### config.mk
export PLATFORM = sky130hd
export DESIGN_NAME = radix_digit_reversal
export DESIGN_NICKNAME = d
export VERILOG_FILES = /design/src/design/rdr_pkg.sv /design/src/design/rdr_div.sv /design/src/design/rdr_mac.sv /design/src/design/radix_digit_reversal.sv
export VERILOG_INCLUDE_DIRS = /design/src /design/src/design
export SDC_FILE = /design/constraint.sdc
export NUM_CORES = 2
export LEC_CHECK = 0
export ABC_AREA = 1
export BUFFER_PORTS_ARGS = -buffer_cell sky130_fd_sc_hd__buf_4
export CAP_MARGIN = 20
export CORE_MARGIN = 8
export CORE_UTILIZATION = 40
export CTS_CLUSTER_DIAMETER = 80
export DETAILED_ROUTE_END_ITERATION = 10
export GPL_TIMING_DRIVEN = 0
export HOLD_SLACK_MARGIN = 0.1
export PLACE_DENSITY = 0.59
export SYNTH_ARGS = -nofsm -noshare
export SYNTH_HDL_FRONTEND = slang
export SYNTH_SLANG_ARGS = --single-unit
### constraint.sdc
create_clock -name i_clk -period 8.2 [get_ports i_clk]
set_input_delay 1.64 -clock i_clk [delete_from_list [all_inputs] [get_ports i_clk]]
set_output_delay 1.64 -clock i_clk [all_outputs]
set_load 0.01 [all_outputs]
### src/design/radix_digit_reversal_assert.svh
// ----------------------------------------------------------------------------
// radix digit reversal assertion macros
// concurrent checks that compile away when SYNTHESIS is defined
// ----------------------------------------------------------------------------
`ifndef RADIX_DIGIT_REVERSAL_ASSERT_SVH
`define RADIX_DIGIT_REVERSAL_ASSERT_SVH
`ifndef SYNTHESIS
`define RDR_ASSERT_IMP(lbl, ante, cons) \
    lbl: assert property (@(posedge i_clk) disable iff (!i_rst_n) (ante) |-> (cons)) \
        else $error("rdr same-cycle check failed");
`define RDR_ASSERT_NXT(lbl, ante, cons) \
    lbl: assert property (@(posedge i_clk) disable iff (!i_rst_n) (ante) |=> (cons)) \
        else $error("rdr next-cycle check failed");
`else
`define RDR_ASSERT_IMP(lbl, ante, cons)
`define RDR_ASSERT_NXT(lbl, ante, cons)
`endif
`endif

### src/design/rdr_pkg.sv
// ----------------------------------------------------------------------------
// rdr_pkg
// shared constants and types of the radix digit reversal block
// ----------------------------------------------------------------------------
package rdr_pkg;

    localparam int IN_BITS         = 63;
    localparam int VALUE_BITS_DEF  = 64;
    localparam int RADIX_BITS      = 9;
    localparam int COUNT_BITS      = 7;
    localparam int DIV_CNT_BITS    = $clog2(IN_BITS);
    localparam int APB_ADDR_BITS   = 3;
    localparam int APB_DATA_BITS   = 32;
    localparam int REG_IDX_BITS    = APB_ADDR_BITS - 2;

    localparam logic [RADIX_BITS-1:0]   RADIX_RESET = 9'd10;
    localparam logic [RADIX_BITS-1:0]   RADIX_MIN   = 9'd2;
    localparam logic [REG_IDX_BITS-1:0] REG_RADIX   = 1'b0;

    typedef enum logic [2:0] {
        S_IDLE = 3'b001,
        S_DIV  = 3'b010,
        S_FIN  = 3'b100
    } t_state;

    // divider outputs: done pulse plus held quotient and remainder
    typedef struct packed {
        logic                  done;
        logic [IN_BITS-1:0]    quot;
        logic [RADIX_BITS-1:0] rem;
    } t_div_res;

endpackage

### src/design/rdr_div.sv
// ----------------------------------------------------------------------------
// rdr_div
// bit-serial restoring divider, one quotient bit per cycle
// ----------------------------------------------------------------------------
module rdr_div (
    input  logic                            i_clk,
    input  logic                            i_rst_n,
    input  logic                            i_start,
    input  logic [rdr_pkg::IN_BITS-1:0]     i_dividend,
    input  logic [rdr_pkg::RADIX_BITS-1:0]  i_divisor,
    output rdr_pkg::t_div_res               o_res
);

    logic [rdr_pkg::IN_BITS-1:0]      r_q, n_q;
    logic [rdr_pkg::RADIX_BITS-1:0]   r_rem, n_rem;
    logic [rdr_pkg::RADIX_BITS-1:0]   r_div;
    logic [rdr_pkg::DIV_CNT_BITS-1:0] r_cnt, n_cnt;
    logic                             r_busy, n_busy;
    logic                             r_done, n_done;

    logic [rdr_pkg::RADIX_BITS:0]     w_trial;
    logic [rdr_pkg::RADIX_BITS:0]     w_diff;
    logic                             w_ge;
    logic                             w_last;

    assign w_trial = {r_rem, r_q[rdr_pkg::IN_BITS-1]};
    assign w_diff  = w_trial - {1'b0, r_div};
    assign w_ge    = (w_trial >= {1'b0, r_div});
    assign w_last  = (r_cnt == rdr_pkg::DIV_CNT_BITS'(rdr_pkg::IN_BITS - 1));

    always_comb begin
        n_q    = r_q;
        n_rem  = r_rem;
        n_cnt  = r_cnt;
        n_busy = r_busy;
        n_done = 1'b0;
        if (i_start) begin
            n_q    = i_dividend;
            n_rem  = '0;
            n_cnt  = '0;
            n_busy = 1'b1;
        end else if (r_busy) begin
            // remainder stays below the divisor, so nine bits hold it
            n_rem = w_ge ? w_diff[rdr_pkg::RADIX_BITS-1:0]
                         : w_trial[rdr_pkg::RADIX_BITS-1:0];
            n_q   = {r_q[rdr_pkg::IN_BITS-2:0], w_ge};
            n_cnt = r_cnt + 1'b1;
            if (w_last) begin
                n_busy = 1'b0;
                n_done = 1'b1;
            end
        end
    end

    always_ff @(posedge i_clk) begin
        if (!i_rst_n) begin
            r_busy <= 1'b0;
            r_done <= 1'b0;
        end else begin
            r_busy <= n_busy;
            r_done <= n_done;
        end
    end

    always_ff @(posedge i_clk) begin
        r_q   <= n_q;
        r_rem <= n_rem;
        r_cnt <= n_cnt;
        if (i_start) begin
            r_div <= i_divisor;
        end
    end

    assign o_res.done = r_done;
    assign o_res.quot = r_q;
    assign o_res.rem  = r_rem;

endmodule

### src/design/rdr_mac.sv
// ----------------------------------------------------------------------------
// rdr_mac
// multiply-accumulate of digits with sticky overflow flag
// ----------------------------------------------------------------------------
module rdr_mac #(
    parameter int VALUE_BITS = rdr_pkg::VALUE_BITS_DEF
) (
    input  logic                            i_clk,
    input  logic                            i_rst_n,
    input  logic                            i_clear,
    input  logic                            i_step,
    input  logic [rdr_pkg::RADIX_BITS-1:0]  i_digit,
    input  logic [rdr_pkg::RADIX_BITS-1:0]  i_radix,
    output logic [VALUE_BITS-1:0]           o_acc,
    output logic                            o_ovf
);

    localparam int PROD_BITS = VALUE_BITS + rdr_pkg::RADIX_BITS + 1;

    logic [VALUE_BITS-1:0] r_acc, n_acc;
    logic                  r_ovf, n_ovf;
    logic [PROD_BITS-1:0]  w_prod;

    // low bits of acc*r+d stay exact even after the true value has overflowed
    assign w_prod = PROD_BITS'(r_acc) * PROD_BITS'(i_radix) + PROD_BITS'(i_digit);

    always_comb begin
        n_acc = r_acc;
        n_ovf = r_ovf;
        if (i_clear) begin
            n_acc = '0;
            n_ovf = 1'b0;
        end else if (i_step) begin
            n_acc = w_prod[VALUE_BITS-1:0];
            n_ovf = r_ovf | (w_prod[PROD_BITS-1:VALUE_BITS] != '0);
        end
    end

    always_ff @(posedge i_clk) begin
        if (!i_rst_n) begin
            r_ovf <= 1'b0;
        end else begin
            r_ovf <= n_ovf;
        end
    end

    always_ff @(posedge i_clk) begin
        r_acc <= n_acc;
    end

    assign o_acc = r_acc;
    assign o_ovf = r_ovf;

endmodule

### src/design/radix_digit_reversal.sv
// ----------------------------------------------------------------------------
// radix_digit_reversal
// reverses the digits of an integer in a programmable radix
// ----------------------------------------------------------------------------
// D is the digit count (up to 63); a zero input skips the divider and goes
// straight to the final state, else the divider makes one pass per digit (63
// shift steps); a new input is taken only after the last result is loaded, input
// ready only while the sequencer is idle, and a stalled result holds it in the
// final state
// reset: synchronous active low, radix returns to 10, no result pending
// ----------------------------------------------------------------------------
`include "radix_digit_reversal_assert.svh"

module radix_digit_reversal #(
    parameter int VALUE_BITS = rdr_pkg::VALUE_BITS_DEF
) (
    input  logic                                i_clk,
    input  logic                                i_rst_n,
    input  logic                                psel,
    input  logic                                penable,
    input  logic                                pwrite,
    input  logic [rdr_pkg::APB_ADDR_BITS-1:0]   paddr,
    input  logic [rdr_pkg::APB_DATA_BITS-1:0]   pwdata,
    output logic [rdr_pkg::APB_DATA_BITS-1:0]   prdata,
    output logic                                pready,
    input  logic                                i_valid,
    output logic                                o_ready,
    input  logic [rdr_pkg::IN_BITS-1:0]         i_value,
    output logic                                o_valid,
    input  logic                                i_ready,
    output logic [VALUE_BITS-1:0]               o_reversed,
    output logic [rdr_pkg::COUNT_BITS-1:0]      o_digit_count,
    output logic                                o_overflowed
);

    rdr_pkg::t_state                    r_state, n_state;
    logic [rdr_pkg::RADIX_BITS-1:0]     r_radix;
    logic [rdr_pkg::COUNT_BITS-1:0]     r_count, n_count;
    logic                               r_out_valid, n_out_valid;
    logic [VALUE_BITS-1:0]              r_reversed;
    logic [rdr_pkg::COUNT_BITS-1:0]     r_out_count;
    logic                               r_overflowed;

    logic [rdr_pkg::RADIX_BITS-1:0]     w_radix_eff;
    logic [rdr_pkg::REG_IDX_BITS-1:0]   w_reg_idx;
    logic                               w_cfg_wr;
    logic                               w_in_acc;
    logic                               w_div_start;
    logic [rdr_pkg::IN_BITS-1:0]        w_dividend;
    logic                               w_mac_step;
    logic                               w_load;
    logic [VALUE_BITS-1:0]              w_acc;
    logic                               w_ovf;
    rdr_pkg::t_div_res                  w_div;

    // configuration port
    assign pready    = 1'b1;
    assign w_reg_idx = paddr[rdr_pkg::APB_ADDR_BITS-1:2];
    assign w_cfg_wr  = psel && penable && pwrite && pready;
    assign prdata    = (w_reg_idx == rdr_pkg::REG_RADIX)
                     ? rdr_pkg::APB_DATA_BITS'(r_radix) : '0;

    always_ff @(posedge i_clk) begin
        if (!i_rst_n) begin
            r_radix <= rdr_pkg::RADIX_RESET;
        end else if (w_cfg_wr && (w_reg_idx == rdr_pkg::REG_RADIX)) begin
            r_radix <= pwdata[rdr_pkg::RADIX_BITS-1:0];
        end
    end

    // radix 0 and 1 behave as 2
    assign w_radix_eff = (r_radix < rdr_pkg::RADIX_MIN) ? rdr_pkg::RADIX_MIN : r_radix;

    assign o_ready  = (r_state == rdr_pkg::S_IDLE);
    assign w_in_acc = i_valid && o_ready;
    assign w_load   = (r_state == rdr_pkg::S_FIN) && (!r_out_valid || i_ready);

    always_comb begin
        n_state     = r_state;
        n_count     = r_count;
        w_div_start = 1'b0;
        w_dividend  = w_div.quot;
        w_mac_step  = 1'b0;
        unique case (r_state)
            rdr_pkg::S_IDLE: begin
                w_dividend = i_value;
                if (w_in_acc) begin
                    n_count = '0;
                    if (i_value == '0) begin
                        n_state = rdr_pkg::S_FIN;
                    end else begin
                        w_div_start = 1'b1;
                        n_state     = rdr_pkg::S_DIV;
                    end
                end
            end
            rdr_pkg::S_DIV: begin
                // the low digit comes out first and enters the accumulator first
                if (w_div.done) begin
                    w_mac_step = 1'b1;
                    n_count    = r_count + 1'b1;
                    if (w_div.quot != '0) begin
                        w_div_start = 1'b1;
                    end else begin
                        n_state = rdr_pkg::S_FIN;
                    end
                end
            end
            rdr_pkg::S_FIN: begin
                if (w_load) begin
                    n_state = rdr_pkg::S_IDLE;
                end
            end
            default: begin
                n_state = rdr_pkg::S_IDLE;
            end
        endcase
    end

    always_comb begin
        n_out_valid = r_out_valid;
        if (w_load) begin
            n_out_valid = 1'b1;
        end else if (i_ready) begin
            n_out_valid = 1'b0;
        end
    end

    always_ff @(posedge i_clk) begin
        if (!i_rst_n) begin
            r_state     <= rdr_pkg::S_IDLE;
            r_count     <= '0;
            r_out_valid <= 1'b0;
        end else begin
            r_state     <= n_state;
            r_count     <= n_count;
            r_out_valid <= n_out_valid;
        end
    end

    always_ff @(posedge i_clk) begin
        if (w_load) begin
            r_reversed   <= w_acc;
            r_out_count  <= r_count;
            r_overflowed <= w_ovf;
        end
    end

    rdr_div u_div (
        .i_clk      (i_clk),
        .i_rst_n    (i_rst_n),
        .i_start    (w_div_start),
        .i_dividend (w_dividend),
        .i_divisor  (w_radix_eff),
        .o_res      (w_div)
    );

    rdr_mac #(
        .VALUE_BITS (VALUE_BITS)
    ) u_mac (
        .i_clk   (i_clk),
        .i_rst_n (i_rst_n),
        .i_clear (w_in_acc),
        .i_step  (w_mac_step),
        .i_digit (w_div.rem),
        .i_radix (w_radix_eff),
        .o_acc   (w_acc),
        .o_ovf   (w_ovf)
    );

    assign o_valid       = r_out_valid;
    assign o_reversed    = r_reversed;
    assign o_digit_count = r_out_count;
    assign o_overflowed  = r_overflowed;

    `RDR_ASSERT_IMP(a_done_in_div, w_div.done, r_state == rdr_pkg::S_DIV)
    `RDR_ASSERT_NXT(a_zero_to_fin, w_in_acc && (i_value == '0), r_state == rdr_pkg::S_FIN)
    `RDR_ASSERT_IMP(a_count_max, 1'b1, r_count <= rdr_pkg::COUNT_BITS'(rdr_pkg::IN_BITS))
    `RDR_ASSERT_NXT(a_load_shows, w_load, r_out_valid && (r_state == rdr_pkg::S_IDLE))

endmodule

# ---- Word-level counts from Yosys, hierarchy flattened
# Index checks and enable logic that the tools add are counted.
dict set report word_totals {
  register_bits 246
  in_bits 105
  out_inout_bits 107
  elab_cells 81
}
dict set report op_classes {
  add_sub_neg 4
  n_reduce_logical 18
  bitwise 4
  muxes 28
  magnitude_cmp 2
  eq_ne 9
  n_mul 1
}
# operator count
set ops {}
lappend ops {{63-bit 2-to-1 mux} 3}
lappend ops {{73-bit by 9-bit adder with 74-bit output} 1}
lappend ops {{64-bit by 9-bit multiplier with 73-bit output} 1}
lappend ops {{63-bit logical NOT} 1}
lappend ops {{63-bit nonzero test} 1}
lappend ops {{9-bit 2-to-1 mux} 3}
lappend ops {{3-bit 2-to-1 mux} 5}
lappend ops {{7-bit 2-to-1 mux} 2}
lappend ops {{7-bit case mux with 2 select lines} 1}
lappend ops {{1-bit 2-to-1 mux} 12}
lappend ops {{10-bit by 9-bit greater-or-equal comparator with 1-bit output} 1}
lappend ops {{10-bit nonzero test} 1}
lappend ops {{9-bit by 2-bit less-than comparator with 1-bit output (second input constant)} 1}
lappend ops {{3-bit case mux with 3 select lines} 1}
lappend ops {{9-bit subtractor} 1}
lappend ops {{7-bit by 1-bit adder with 7-bit output (second input constant)} 1}
lappend ops {{6-bit by 1-bit adder with 6-bit output (second input constant)} 1}
lappend ops {{6-bit == test (second input constant)} 1}
lappend ops {{2-bit != test (second input constant)} 3}
lappend ops {{2-bit nonzero test} 3}
lappend ops {{1-bit logical AND} 5}
lappend ops {{2-bit by 1-bit != test with 1-bit output (second input constant)} 2}
lappend ops {{4-bit AND reduction} 1}
lappend ops {{3-bit by 1-bit == test with 1-bit output (second input constant)} 1}
lappend ops {{other kinds (11)} 13}

# ---- Depth between registers and ports, before layout
dict set report depth {
  word_depth 6
  depth_mapped 38
  mapped_depth_nobuf 37
}

# ---- Modules after synthesis
# Synthesis repeated with hierarchy kept, for this count alone.
dict set report hier_totals {
  hier_cells 4298
  area_unflattened_um2 31614.1
}
# mod area_each_um2 seq_area_each_um2 cells_per_inst n_inst
set by_module_without_submodules {}
lappend by_module_without_submodules {rdr_mac 22779.3 1301.2 3249 1}
lappend by_module_without_submodules {radix_digit_reversal 4642.0 2562.5 578 1}
lappend by_module_without_submodules {rdr_div 4192.8 2502.4 471 1}

# ---- Worst setup path after synthesis
# No wires, ideal clock.
dict set report synth_timing {
  path_kind {input-to-reg}
  from {in i_value[56] (netlist bit)}
  to {reg u_div.r_q[0] (netlist bit), enable pin}
  required_time_ns 7.629
  stages 8
  setup_slack_ns 0.586
  path_buffers 1
  setup_time_ns 0.571
  arrival_time_ns 7.043
  path_cell_list {nor4_1 > nand4_1 > nor2_1 > nand2_1 > nand2_1 > nand2_1 > clkbuf_1 > o21ai_0}
}
dict set report synth_via {
  elab_chain_len 6
  word_cells_on_any_way 7
  classes_between {eq/ne (1); mux (3); reduce/logical (3)}
}
# element line_no
set synth_lines {}
lappend synth_lines {{start, declared} radix_digit_reversal.sv:28} ;# input logic [rdr_pkg::IN_BITS-1:0] i_value,
lappend synth_lines {{63-bit logical NOT *} radix_digit_reversal.sv:89} ;# if (i_value == '0) begin
lappend synth_lines {{1-bit 2-to-1 mux *} radix_digit_reversal.sv:89}
lappend synth_lines {{1-bit 2-to-1 mux *} radix_digit_reversal.sv:87} ;# if (w_in_acc) begin
lappend synth_lines {{1-bit case mux with 2 select lines *} radix_digit_reversal.sv:84} ;# unique case (r_state)
lappend synth_lines {{2-bit != test (no line) or 2-bit nonzero test (tied branches)} -}
lappend synth_lines {{2-bit AND reduction (no line) *} -}
lappend synth_lines {{end signal, assigned} rdr_div.sv:66} ;# r_q <= n_q;
lappend synth_lines {{end, declared} rdr_div.sv:14} ;# logic [rdr_pkg::IN_BITS-1:0] r_q, n_q;
# Mark *: on every way between the ends. The rest lies on a longest branch, timed or not.
# A chain may end at the register's enable or synchronous reset.

# ---- Final worst setup path
dict set report layout_timing {
  from {reg r_radix[6] (netlist bit)}
  to {reg u_mac.r_ovf, in the netlist u_mac.o_ovf}
}
dict set report layout_via {
  elab_chain_len 6
}
# element line_no
set layout_lines {}
lappend layout_lines {{start, declared} radix_digit_reversal.sv:37} ;# logic [rdr_pkg::RADIX_BITS-1:0] r_radix;
lappend layout_lines {{start signal, assigned} radix_digit_reversal.sv:65} ;# r_radix <= rdr_pkg::RADIX_RESET;
lappend layout_lines {{start signal, assigned} radix_digit_reversal.sv:67} ;# r_radix <= pwdata[rdr_pkg::RADIX_BITS-1:0];
lappend layout_lines {{9-bit by 2-bit less-than comparator with 1-bit output} radix_digit_reversal.sv:72} ;# assign w_radix_eff = (r_radix < rdr_pkg::RADIX_MIN) ? rdr_pkg::RADIX_MIN : r_radix;
lappend layout_lines {{9-bit 2-to-1 mux *} radix_digit_reversal.sv:72}
lappend layout_lines {{64-bit by 9-bit multiplier with 73-bit output *} rdr_mac.sv:25} ;# assign w_prod = PROD_BITS'(r_acc) * PROD_BITS'(i_radix) + PROD_BITS'(i_digit);
lappend layout_lines {{73-bit by 9-bit adder with 74-bit output *} rdr_mac.sv:25}
lappend layout_lines {{10-bit nonzero test *} rdr_mac.sv:35} ;# n_ovf = r_ovf | (w_prod[PROD_BITS-1:VALUE_BITS] != '0);
lappend layout_lines {{1-bit bitwise OR *} rdr_mac.sv:35}
lappend layout_lines {{end signal, assigned} rdr_mac.sv:43} ;# r_ovf <= n_ovf;
lappend layout_lines {{end, declared} rdr_mac.sv:21} ;# logic r_ovf, n_ovf;
# Marked as above.

==> flow_summary.toml <==
[synthesis]
synth.avg_cell_area_um2 = 7.82
ys_types = 50
synth_cells = 3892
synth-edff-count = 144
synth-main-ff-cell = "edfxtp_1"
yosysTopAreaCellShare_pct = 29.1
synth_top_cell_by_area = "fa_1"
synth_area_um2 = 30400
yosysSeqAreaShare_pct = 20.9
async_flop_share_pct = 0
ys_ff_latch = 246
netlist_top_cells_area = "fa_1 (29%), edfxtp_1 (14%), nand2_1 (13%)"
yosysWarningCount = 0

[final_layout]
stdcell_count = 5125
drive_gt1_share_pct = 7.86
stdcell_area_um2 = 34300
nNetsFinal = 4845
area_growth_pct = 12.8
antenna_cells = 0

[global_routing]
grt_max_degree = 30
grt_pass1_wl_mm = 151
antenna_found_initial = 1
grt_pass1_vias = 26300
grt_overflow = 0
grt_usage_pct = 22.7

[critical_path]
end_kind = "flop"
crit_top_cell = "nand2_1"
crit_family = "simple AND/OR/NAND/NOR gates"
crit_path_max_incr_delay_ns = 0.76
worstPathArrival_ns = 8.26
path_buf_inv = 4
worst-setup-path-type = "flop to flop"
reg2reg_from = "r_radix[6]$_SDFFE_PN0P_"
cpMaxStageDelayCell = "clkinv_1"
crit_required_ns = 8.63
critPathMaxFanout = 10
cp-start-kind = "flop"
cp-startpoint = "r_radix[6]$_SDFFE_PN0P_"

[floorplan]
io_pins = 212
core-area_um2 = 75700
fp-row-count = 101
die_y_um = 292
start_util_pct = 40.2
die_w_um = 292
die-area_um2 = 85200

[sta]
slew_violations = 0
slew_headroom_pct = 18.1
finalWorstSetupSlack_ns = 0.371
grt_setup_unrepaired = "no"
final.min_clock_period_ns = 7.83
finalHoldViolations = 0
worstMarginPinSlew_ns = 1.23
fmax_ghz = 0.128
setup_viol = 0
finClkSkew_ns = 0.0458
period_share_pct = 95.5

[placement]
dp.cells = 5059
gp_congestion = 0.975
dp_slack_ns = 0.511
dpl.hpwl_mm = 78.3
portBuffers = 161
dpl-instance-area_um2 = 33100

[drt]
finalWirelength_mm = 97.0
dr.pass1.iters = 5
drt-initial-drc-count = 1865
wire_per_inst_um = 18.9
drc_errors = 0
ant_nets = 0
vias_per_cell = 4.95
via_count = 25400

[clock_tree]
post_cts_resized = 0
clockBufferDepth = 3
cts.sinks = 246
insertion_delay_ns = 0.59
postCtsSetupBuffers = 0
clockRootBuffer = "clkbuf_16"
numCtsBuffers = 35
clk_pin_slew_ns = 0.06
cts_hold_buf = 0
cts_tree = "built"
cts_max_level = 2

[power]
power_density_nw_per_um2 = 112
p_leak_nw = 20.4
peakVddDrop_uv = 103

[min_path]
hold_path.class = "flop to flop"
hp-start = "u_mac.o_acc[14]$_SDFFE_PP0P_"

[run_status]
status = "finished clean"

[run]
cap_viol_max_count = 0
-- synthesized netlist by cell type, types with 7 or more instances --
cell type and number:
a21oi_1 122, a21oi_2 8, a31oi_1 7, buf_1 57, buf_2 8, buf_4 24, clkbuf_1 107, dfxtp_1 102
edfxtp_1 144, fa_1 442, ha_1 178, inv_1 919, nand2_1 1059, nand2_2 16, nand3_1 54, nand3_2 8
nand4_1 24, nor2_1 196, nor2_2 10, nor3_1 16, nor4_1 27, o211ai_1 11, o21ai_0 168, o21bai_1 65
xnor2_1 20, xor2_1 38
-- through the flow --
step	hold WS, ns	total power [mW]	setup TNS, ns	util, %
floorplan	0.406	2.04	0	-
global placement	0.410	2.31	-129.88	43.5
detailed placement	0.411	2.31	0	43.7
CTS	0.426	3.91	0	45.3
global route	0.433	4.05	0	45.4
finish	0.425	3.86	0	45.4
-- final timing paths --
check	end	slack, ns	cells past startpoint
setup / recovery	u_mac.o_ovf$_SDFFE_PP0P_	0.37	28
hold / removal	o_reversed[14]$_DFFE_PP_	0.42	0
setup reg to reg	u_mac.o_ovf$_SDFFE_PP0P_	0.37	28
hold reg to reg	o_reversed[14]$_DFFE_PP_	0.42	0
-- per-layer routing --
layer	vias to the layer above	global-route usage [%]	part of all wire, %
li1	12000	-	-
met1	12300	29.7	42
met2	837	37.7	47
met3	179	3.84	7.2
met4	0	8.53	4.1
met5	-	0	0
-- flip-flops by register name, indices dropped and copies added, names as in the netlist --
| register | flops |
|---|---|
| o_reversed | 64 |
| u_mac.o_acc | 64 |
| u_div.r_q | 63 |
| r_radix | 9 |
| u_div.r_div | 9 |
| u_div.r_rem | 9 |
| o_digit_count | 7 |
| r_count | 7 |
| u_div.r_cnt | 6 |
| r_state | 3 |
| o_overflowed | 1 |
| o_valid | 1 |
| u_div.r_busy | 1 |
| u_div.r_done | 1 |
| u_mac.o_ovf | 1 |
-- logic make-up (layout without fill, tap and decap cells) --
logic type	count (synthesis)	in the layout	share of synthesized area [%]
xor gates and xnor gates	58	58	1.67
other	2	24	0.0247
AOI/OAI and AO/OA	414	414	7.89
adders and majority gates	620	620	36.4
DFF	246	246	20.9
and+or+nand+nor	1427	1427	18.9
buffers and inverters	1125	1358	14.2
-- power breakdown --
group	switching, mW	internal (mW)	total [mW]
Sequential	0.0604	1.50	1.56
Combinational	0.491	0.236	0.728
Clock	0.629	0.938	1.57
-- layout make-up --
cell class	count	area, µm²
fill	7615	41400
buffer	197	841
multi-input combinational	2543	19900
tap	978	1220
inverter	928	3480
sequential	246	6370
timing repair buffer	169	1350
clock buffer	46	1000
clock inverter	18	206
-- placed cells by master, fill, tap and decap left out, types with 6 or more instances in the layout --
| cell | netlist | routed |
|---|---|---|
| nand3_1 | 54 | 54 |
| dfxtp_1 | 102 | 102 |
| edfxtp_1 | 144 | 144 |
| nand2_2 | 16 | 16 |
| clkbuf_1 | 107 | 112 |
| nand4_1 | 24 | 24 |
| o221ai_1 | 6 | 6 |
| nor2_1 | 196 | 194 |
| buf_1 | 57 | 57 |
| nor4_1 | 27 | 27 |
| ha_1 | 178 | 178 |
| clkbuf_16 | 0 | 37 |
| nor3_1 | 16 | 16 |
| o21ai_0 | 168 | 167 |
| a21oi_2 | 8 | 8 |
| o21bai_1 | 65 | 65 |
| fa_1 | 442 | 442 |
| xor2_1 | 38 | 38 |
| buf_2 | 8 | 8 |
| nand3_2 | 8 | 8 |
| xnor2_1 | 20 | 20 |
| a21o_1 | 6 | 6 |
| clkinv_1 | 4 | 6 |
| o211ai_1 | 11 | 11 |
| a21oi_1 | 122 | 122 |
| buf_4 | 24 | 185 |
| conb_1 | 2 | 24 |
| nand2_1 | 1059 | 1059 |
| nor2_2 | 10 | 11 |
| a31oi_1 | 7 | 7 |
| inv_1 | 919 | 919 |
(Power assumes the default switching activity.)
